File: src/hw/rtl/mffd_pkg.sv
// Shared types, constants and register indexes of the motor feedback frame decoder.
package mffd_pkg;

  localparam int MOTORS_PER_BUS_DEF = 8;

  localparam int ID_W     = 11;
  localparam int CALIB_W  = 8;
  localparam int ANGLE_W  = 16;
  localparam int TURNS_W  = 32;
  localparam int CFG_IDX_W  = 2;
  localparam int CFG_DATA_W = 11;

  // Register indexes on the configuration port.
  localparam logic [CFG_IDX_W-1:0] REG_BASE_ID      = 2'd0;
  localparam logic [CFG_IDX_W-1:0] REG_CALIB_FRAMES = 2'd1;

  localparam logic [ID_W-1:0]    BASE_ID_RESET      = 11'd513;
  localparam logic [CALIB_W-1:0] CALIB_FRAMES_RESET = 8'd50;

  localparam logic signed [ANGLE_W:0] HALF_TURN = 17'sd4096;
  localparam int TURN_SHIFT = 13;
  localparam logic [CALIB_W-1:0] COUNT_MAX = 8'd255;

  typedef struct packed {
    logic [ID_W-1:0]    base_id;
    logic [CALIB_W-1:0] calib_frames;
  } cfg_t;

  typedef struct packed {
    logic            bus;
    logic [ID_W-1:0] frame_id;
    logic [7:0]      byte0;
    logic [7:0]      byte1;
    logic [7:0]      byte2;
    logic [7:0]      byte3;
    logic [7:0]      byte4;
    logic [7:0]      byte5;
    logic [7:0]      byte6;
  } frame_t;

  typedef struct packed {
    logic [CALIB_W-1:0] frame_count;
    logic [ANGLE_W-1:0] current_angle;
    logic [ANGLE_W-1:0] zero_angle;
    logic [TURNS_W-1:0] turn_count;
  } entry_t;

  typedef struct packed {
    logic                      bus;
    logic [2:0]                motor_index;
    logic                      calibrating;
    logic [ANGLE_W-1:0]        rotor_angle;
    logic signed [15:0]        rotor_speed;
    logic signed [15:0]        torque_current;
    logic [7:0]                temperature;
    logic signed [TURNS_W-1:0] turns;
    logic signed [TURNS_W-1:0] unwrapped_angle;
  } result_t;

endpackage

File: src/hw/rtl/mffd_cfg_regs.sv
// Configuration registers: base identifier and capture frame count.
module mffd_cfg_regs (
  input  logic                              clk,
  input  logic                              rst_n,
  input  logic                              cfg_valid,
  output logic                              cfg_ready,
  input  logic [mffd_pkg::CFG_IDX_W-1:0]    cfg_index,
  input  logic [mffd_pkg::CFG_DATA_W-1:0]   cfg_data,
  output mffd_pkg::cfg_t                    cfg
);

  mffd_pkg::cfg_t cfg_r;

  assign cfg_ready = 1'b1;
  assign cfg      = cfg_r;

  always_ff @(posedge clk) begin
    if (!rst_n) begin
      cfg_r.base_id      <= mffd_pkg::BASE_ID_RESET;
      cfg_r.calib_frames <= mffd_pkg::CALIB_FRAMES_RESET;
    end else if (cfg_valid && cfg_ready) begin
      case (cfg_index)
        mffd_pkg::REG_BASE_ID:      cfg_r.base_id      <= cfg_data[mffd_pkg::ID_W-1:0];
        mffd_pkg::REG_CALIB_FRAMES: cfg_r.calib_frames <= cfg_data[mffd_pkg::CALIB_W-1:0];
        default: ;
      endcase
    end
  end

endmodule

File: src/hw/rtl/mffd_store.sv
// Per-motor state store with one combinational read port and one write port.
module mffd_store #(
  parameter int MOTORS_PER_BUS = mffd_pkg::MOTORS_PER_BUS_DEF,
  localparam int ENTRIES = 2 * MOTORS_PER_BUS,
  localparam int EW = $clog2(ENTRIES)
) (
  input  logic             clk,
  input  logic             rst_n,
  input  logic [EW-1:0]    rd_addr,
  output mffd_pkg::entry_t rd_entry,
  input  logic             wr_en,
  input  logic [EW-1:0]    wr_addr,
  input  mffd_pkg::entry_t wr_entry
);

  mffd_pkg::entry_t mem_r [ENTRIES];

  assign rd_entry = mem_r[rd_addr];

  always_ff @(posedge clk) begin
    if (!rst_n) begin
      for (int k = 0; k < ENTRIES; k++) begin
        mem_r[k] <= '0;
      end
    end else if (wr_en) begin
      mem_r[wr_addr] <= wr_entry;
    end
  end

endmodule

File: src/hw/rtl/mffd_update.sv
// Frame decode, offset capture and turn unwrap for one selected motor entry.
module mffd_update #(
  parameter int MOTORS_PER_BUS = mffd_pkg::MOTORS_PER_BUS_DEF,
  localparam int EW = $clog2(2 * MOTORS_PER_BUS)
) (
  input  mffd_pkg::cfg_t    cfg,
  input  mffd_pkg::frame_t  frame,
  output logic              hit,
  output logic [EW-1:0]     entry_addr,
  input  mffd_pkg::entry_t  entry,
  output mffd_pkg::entry_t  entry_nxt,
  output mffd_pkg::result_t result
);

  localparam logic [mffd_pkg::ID_W-1:0] MotorsW = mffd_pkg::ID_W'(MOTORS_PER_BUS);

  logic [mffd_pkg::ID_W:0]              id_diff;
  logic [mffd_pkg::ID_W-1:0]            idx;
  logic [mffd_pkg::ID_W:0]              entry_full;
  logic [mffd_pkg::ANGLE_W-1:0]         ang;
  logic                                 calib;
  logic signed [mffd_pkg::ANGLE_W:0]    diff;
  logic [mffd_pkg::TURNS_W-1:0]         turns_nxt;
  logic [mffd_pkg::TURNS_W-1:0]         total;

  always_comb begin
    id_diff    = {1'b0, frame.frame_id} - {1'b0, cfg.base_id};
    idx        = id_diff[mffd_pkg::ID_W-1:0];
    // Identifiers below the base show up as a borrow out of the subtraction.
    hit        = !id_diff[mffd_pkg::ID_W] && (idx < MotorsW);
    entry_full = {1'b0, idx} + (frame.bus ? {1'b0, MotorsW} : '0);
    entry_addr = entry_full[EW-1:0];

    ang   = {frame.byte0, frame.byte1};
    calib = entry.frame_count <= cfg.calib_frames;
    diff  = $signed({1'b0, ang}) - $signed({1'b0, entry.current_angle});

    turns_nxt = entry.turn_count;
    if (!calib) begin
      if (diff > mffd_pkg::HALF_TURN) begin
        turns_nxt = entry.turn_count - 32'd1;
      end else if (diff < -mffd_pkg::HALF_TURN) begin
        turns_nxt = entry.turn_count + 32'd1;
      end
    end

    entry_nxt               = entry;
    entry_nxt.current_angle = ang;
    entry_nxt.turn_count    = turns_nxt;
    if (calib) begin
      entry_nxt.zero_angle = ang;
      if (entry.frame_count != mffd_pkg::COUNT_MAX) begin
        entry_nxt.frame_count = entry.frame_count + 8'd1;
      end
    end

    total = {turns_nxt[mffd_pkg::TURNS_W-mffd_pkg::TURN_SHIFT-1:0],
             {mffd_pkg::TURN_SHIFT{1'b0}}}
            + {16'd0, ang} - {16'd0, entry_nxt.zero_angle};

    result.bus             = frame.bus;
    result.motor_index     = idx[2:0];
    result.calibrating     = calib;
    result.rotor_angle     = ang;
    result.rotor_speed     = calib ? 16'sd0 : $signed({frame.byte2, frame.byte3});
    result.torque_current  = calib ? 16'sd0 : $signed({frame.byte4, frame.byte5});
    result.temperature     = calib ? 8'd0 : frame.byte6;
    result.turns           = $signed(turns_nxt);
    result.unwrapped_angle = $signed(total);
  end

endmodule

File: src/hw/rtl/motor_feedback_frame_decoder.sv
// Top level of the motor feedback frame decoder with multi-turn angle unwrap.
//
// Usage: each request on the in_ channel is one received feedback frame (bus,
// standard identifier, seven payload bytes). A frame whose identifier falls in
// base_identifier .. base_identifier + MOTORS_PER_BUS - 1 updates the state of
// that motor on its bus and gives one request on the out_ channel; any other
// frame is dropped without a result. The cfg_ channel writes the base
// identifier (index 0) and the capture frame count (index 1); cfg_ready is
// always high and unknown indexes are ignored.
// A frame is held in the input register, passes through the state update and
// has its result registered in the output register. Throughput is one frame
// per cycle unless the receiver stalls, set by the single read-modify-write of
// the motor state store between the input and output registers.
// Reset clears all motor entries at once and loads the register defaults.
// When the receiver stalls, the result holds in the output register; the
// input register still takes one more frame, then in_stall rises.
module motor_feedback_frame_decoder #(
  parameter int MOTORS_PER_BUS = mffd_pkg::MOTORS_PER_BUS_DEF
) (
  input  logic                                  clk,
  input  logic                                  rst_n,
  input  logic                                  in_valid,
  output logic                                  in_stall,
  input  logic                                  in_bus,
  input  logic [mffd_pkg::ID_W-1:0]             in_frame_id,
  input  logic [7:0]                            in_byte0,
  input  logic [7:0]                            in_byte1,
  input  logic [7:0]                            in_byte2,
  input  logic [7:0]                            in_byte3,
  input  logic [7:0]                            in_byte4,
  input  logic [7:0]                            in_byte5,
  input  logic [7:0]                            in_byte6,
  output logic                                  out_valid,
  input  logic                                  out_stall,
  output logic                                  out_bus,
  output logic [2:0]                            out_motor_index,
  output logic                                  out_calibrating,
  output logic [mffd_pkg::ANGLE_W-1:0]          out_rotor_angle,
  output logic signed [15:0]                    out_rotor_speed,
  output logic signed [15:0]                    out_torque_current,
  output logic [7:0]                            out_temperature,
  output logic signed [mffd_pkg::TURNS_W-1:0]   out_turns,
  output logic signed [mffd_pkg::TURNS_W-1:0]   out_unwrapped_angle,
  input  logic                                  cfg_valid,
  output logic                                  cfg_ready,
  input  logic [mffd_pkg::CFG_IDX_W-1:0]        cfg_index,
  input  logic [mffd_pkg::CFG_DATA_W-1:0]       cfg_data
);

  localparam int EW = $clog2(2 * MOTORS_PER_BUS);

  mffd_pkg::cfg_t    cfg;
  mffd_pkg::frame_t  frame_r;
  logic              frame_valid_r;
  mffd_pkg::result_t res_r;
  mffd_pkg::result_t res_nxt;
  logic              res_valid_r;
  logic              hit;
  logic              frame_fire;
  logic              out_free;
  logic [EW-1:0]     entry_addr;
  mffd_pkg::entry_t  entry;
  mffd_pkg::entry_t  entry_nxt;

  mffd_cfg_regs u_cfg (
    .clk       (clk),
    .rst_n     (rst_n),
    .cfg_valid (cfg_valid),
    .cfg_ready (cfg_ready),
    .cfg_index (cfg_index),
    .cfg_data  (cfg_data),
    .cfg       (cfg)
  );

  mffd_update #(.MOTORS_PER_BUS(MOTORS_PER_BUS)) u_update (
    .cfg        (cfg),
    .frame      (frame_r),
    .hit        (hit),
    .entry_addr (entry_addr),
    .entry      (entry),
    .entry_nxt  (entry_nxt),
    .result     (res_nxt)
  );

  mffd_store #(.MOTORS_PER_BUS(MOTORS_PER_BUS)) u_store (
    .clk      (clk),
    .rst_n    (rst_n),
    .rd_addr  (entry_addr),
    .rd_entry (entry),
    .wr_en    (frame_fire && hit),
    .wr_addr  (entry_addr),
    .wr_entry (entry_nxt)
  );

  // The frame in the input register is processed once the output register can take it.
  assign out_free   = !res_valid_r || !out_stall;
  assign frame_fire = frame_valid_r && out_free;
  assign in_stall   = frame_valid_r && !out_free;

  always_ff @(posedge clk) begin
    if (!rst_n) begin
      frame_valid_r <= 1'b0;
    end else if (!in_stall) begin
      frame_valid_r <= in_valid;
    end
  end

  always_ff @(posedge clk) begin
    if (in_valid && !in_stall) begin
      frame_r.bus      <= in_bus;
      frame_r.frame_id <= in_frame_id;
      frame_r.byte0    <= in_byte0;
      frame_r.byte1    <= in_byte1;
      frame_r.byte2    <= in_byte2;
      frame_r.byte3    <= in_byte3;
      frame_r.byte4    <= in_byte4;
      frame_r.byte5    <= in_byte5;
      frame_r.byte6    <= in_byte6;
    end
  end

  always_ff @(posedge clk) begin
    if (!rst_n) begin
      res_valid_r <= 1'b0;
    end else if (out_free) begin
      res_valid_r <= frame_fire && hit;
    end
  end

  always_ff @(posedge clk) begin
    if (frame_fire && hit) begin
      res_r <= res_nxt;
    end
  end

  assign out_valid           = res_valid_r;
  assign out_bus             = res_r.bus;
  assign out_motor_index     = res_r.motor_index;
  assign out_calibrating     = res_r.calibrating;
  assign out_rotor_angle     = res_r.rotor_angle;
  assign out_rotor_speed     = res_r.rotor_speed;
  assign out_torque_current  = res_r.torque_current;
  assign out_temperature     = res_r.temperature;
  assign out_turns           = res_r.turns;
  assign out_unwrapped_angle = res_r.unwrapped_angle;

  a_stall_needs_frame: assert property (@(posedge clk) disable iff (!rst_n)
    in_stall |-> frame_valid_r && res_valid_r && out_stall)
    else $error("input stalled without a blocked frame");

  a_hit_gives_result: assert property (@(posedge clk) disable iff (!rst_n)
    frame_fire && hit |=> res_valid_r)
    else $error("matching frame produced no result");

  a_calib_zero_fields: assert property (@(posedge clk) disable iff (!rst_n)
    res_valid_r && res_r.calibrating |->
      res_r.rotor_speed == 16'sd0 && res_r.torque_current == 16'sd0 &&
      res_r.temperature == 8'd0)
    else $error("decoded fields not cleared during offset capture");

  a_calib_total: assert property (@(posedge clk) disable iff (!rst_n)
    res_valid_r && res_r.calibrating |->
      res_r.unwrapped_angle == (res_r.turns <<< mffd_pkg::TURN_SHIFT))
    else $error("total angle during capture is not whole turns");

  a_miss_no_write: assert property (@(posedge clk) disable iff (!rst_n)
    frame_fire && !hit && !res_valid_r |=> !res_valid_r)
    else $error("out-of-window frame produced a result");

endmodule
File: config.mk
export PLATFORM = sky130hd
export DESIGN_NAME = motor_feedback_frame_decoder
export DESIGN_NICKNAME = d
export VERILOG_FILES = /design/src/hw/rtl/mffd_pkg.sv /design/src/hw/rtl/mffd_cfg_regs.sv /design/src/hw/rtl/mffd_store.sv /design/src/hw/rtl/mffd_update.sv /design/src/hw/rtl/motor_feedback_frame_decoder.sv
export SDC_FILE = /design/constraint.sdc
export NUM_CORES = 2
export LEC_CHECK = 0
export CAP_MARGIN = 25
export CORE_MARGIN = 2
export CORE_UTILIZATION = 55
export DETAILED_ROUTE_END_ITERATION = 10
export DONT_BUFFER_PORTS = 1
export GPL_TIMING_DRIVEN = 0
export MAX_ROUTING_LAYER = met4
export PLACE_DENSITY_LB_ADDON = 0.08
export SETUP_SLACK_MARGIN = 0.1
export SLEW_MARGIN = 20
export SYNTH_ARGS = -nofsm -noshare
export SYNTH_HDL_FRONTEND = slang
export SYNTH_HIERARCHICAL = 1
export SYNTH_SLANG_ARGS = --single-unit
File: constraint.sdc
create_clock -name clk -period 21.8 [get_ports clk]
set_clock_uncertainty 0.05 [all_clocks]
set_input_delay 0 -clock clk [delete_from_list [all_inputs] [get_ports clk]]
set_output_delay 0 -clock clk [all_outputs]
set_load 0.005 [all_outputs]
==> reports/metrics.yaml <==
cts_root_buffer: "clkbuf_16"
synthArstFlopShare_pct: 0
synth_top_family_by_area: "simple AND/OR/NAND/NOR gates"
core_area_mm2: 0.116
dp_slack_ps: 9370
area_growth_pct: 16.1
io-pin-count: 214
syn_nets: 4430
dieArea_mm2: 0.120
post-route-min-period_ps: 12780
synth-simple-area-share_pct: 15.2
p_per_area_mw_per_mm2: 96.6
slowest_delay_ps: 780
worst_pin_slew_ps: 1050
initial_core_util_pct: 55.3
io_buffer_count: 0
p_total_w: 0.00720
synthCells: 4257
avgSynthCellArea_um2: 15.1
required_ps: 22260
drv_cap: 0
grt_overflow: 0
reg2reg_depth: 36
yosysTopAreaCell: "edfxtp_1"
ant_nets: 0
finalHoldViolations: 0
cts_tree: "done"
fin_crit_sh_pct: 58.6
worst_slack_ps: 9020
ys_seq_area_share_pct: 63.5
drc: 0
cts.clk_slew.worst_paths_ps: 60
hold_path_class: "input pin to flip-flop"
outcome: "complete, no violations"
hold_depth: 3
synthMuxAreaShare_pct: 10.7
synth-edff-count: 1345
cp-start-kind: "flip-flop"
layout-drive-gt1-share_pct: 19.8
cts_setup_buffers: 0
final_area_mm2: 0.0746
yosysMostFrequentCell: "edfxtp_1"
yosys_register_bits: 1366
drtIter0Drc: 3607
rsz0062_at_grt: "false"
worstPathMaxFanout: 10
clock.fmax_ghz: 0.0782
drv_slew: 0
cts_sinks: 1366
yosys-top-cells-area: "edfxtp_1, and2_1, mux4_2, a22oi_1, ha_1"
instances_no_fill: 6297
via_count: 37000
antenna_found_initial: 13
synth_compound_area_share_pct: 3.86
cts.htree.levels: 4
yosys-top-cells-count: "edfxtp_1, and2_1, mux4_2"
rows: 125
final_nets: 4831
irDropWorstVdd_uv: 84.9
grt_max_degree: 42
grtUsageTotal_pct: 29.6
maxSlewHeadroom_pct: 30.1
dp.cells: 5854
die_h_um: 346
wire_per_inst_um: 27.1
cts-buffers-inserted: 146
synthDistinctLibCells: 93
synth_top_cell_area_share_pct: 62.9
power_leakage_nw: 28.0
setup_viol: 0
path_class: "flip-flop to flip-flop"
viasPerCell: 5.87
dp_hpwl_mm: 117
arrival_ps: 13240
synthXorXnorAreaFrac_pct: 1.18
place_congestion: 0.974
routed_wl_mm: 170
cp-end-kind: "flip-flop"
die_w_um: 346
clockBufferDepth: 3
placed_area_mm2: 0.0682
grt_pass1_wl_mm: 250
synthAdderAreaFrac_pct: 1.76
insertion_delay_ps: 760
grt_pass1_vias: 37900
firstDrtPassIters: 6
synth_area_mm2: 0.0642
critPathSlowestCell: "buf_2"
ys.flop_type: "edfxtp_1"
yosysWarnings: 6
[metrics by stage]
step                      util, %  setup TNS [ps]  hold WS, ps
final                        64.3               0         69.7
after global routing         64.3               0         70.7
after CTS                    64.3               0         25.0
after detailed placement     58.8               0         48.9
after global placement       57.0        -3419870         48.9
after floorplan                 -               0         48.9
[timing repair]
action / in CTS / in global routing
resized for setup: 0 / 0
endpoints found under the hold margin: 282 / 0
endpoints found under the setup margin: 0 / 0
hold buffers: 178 / 0
[critical path, delay by kind of cell (launching register included)]
kind	cells	cell delay, ps
mux	2	730
compound gates	14	4190
fa+ha+maj	6	2320
xor+xnor	2	490
buf+inv	7	3030
flops	1	360
simple gates	5	1330
[placed cells by master (no fill, tap or decap), types with 8 or more instances in the layout]
cell and instances:
edfxtp_1 1345, and2_1 1109, mux4_2 288, dlygate4sd3_1 178, clkbuf_1 154, clkbuf_16 149, nand2_1 148, a22oi_1 144
inv_1 93, clkbuf_2 88, buf_4 86, ha_1 81, and2_4 70, nor2_1 63, buf_16 60, a21oi_1 54
xnor2_1 50, clkinv_1 39, buf_6 34, mux2i_1 34, buf_2 32, o21ai_0 31, xor2_1 30, a21o_1 28
and3_1 23, dfxtp_1 21, buf_1 20, nor3_1 20, nand3_1 18, clkinv_2 17, and2_2 16, nor2b_1 15
o21ai_4 12, bufinv_16 10, o21a_1 9, nor2_4 9, nand2b_1 9, o21bai_1 9, a31oi_1 8
[final cells by class]
cell class | instances | area [um^2]
diodes | 1 | 2.50
plain buffers | 377 | 2110
clock buffers | 182 | 3870
clock inverters | 80 | 702
fillers | 8264 | 41500
inverters | 95 | 357
multi-input cells | 2419 | 21200
flip-flops and latches | 1366 | 40800
well taps | 1524 | 1910
repair buffers | 253 | 3650
[final timing paths]
kind,start,endpoint,slack [ps]
hold reg to reg,u_cfg/cfg[11],u_cfg/cfg[11],430
hold / removal,cfg_data[5],u_cfg/cfg[5],70
setup / recovery,frame_r[56],out_unwrapped_angle[30],9020
setup reg to reg,frame_r[56],out_unwrapped_angle[30],9020
[power by group]
| group | internal, W | switching (W) | total, W |
|---|---|---|---|
| sequential | 0.00301 | 0.0000283 | 0.00304 |
| clock | 0.00138 | 0.00101 | 0.00239 |
| combinational | 0.000618 | 0.00116 | 0.00177 |
[metal layers]
metal  part of all wire, %  vias up  GRT usage (%)
met5                     0        -              -
li1                      -    16500              -
met4                   3.2        0           10.0
met3                   7.9      273           4.88
met1                    40    18800           38.1
met2                    49     1485           48.1
[sequential cells by signal, summed over array words and instances, names as in the netlist]
register             flops
u_store/mem_r         1152
out_rotor_angle         16
out_valid                1
out_temperature          8
frame_valid_r            1
out_unwrapped_angle     32
out_turns               32
frame_r                 68
u_cfg/cfg               19
out_motor_index          3
out_calibrating          1
out_bus                  1
out_torque_current      16
out_rotor_speed         16
[cells by family after synthesis]
logic type | after synthesis
adders and majority gates | 87
AOI/OAI and AO/OA | 355
xor gates and xnor gates | 84
muxes | 324
DFF | 1366
buffers and inverters | 472
other | 1
and+or+nand+nor | 1568
(Power assumes the default switching activity.)
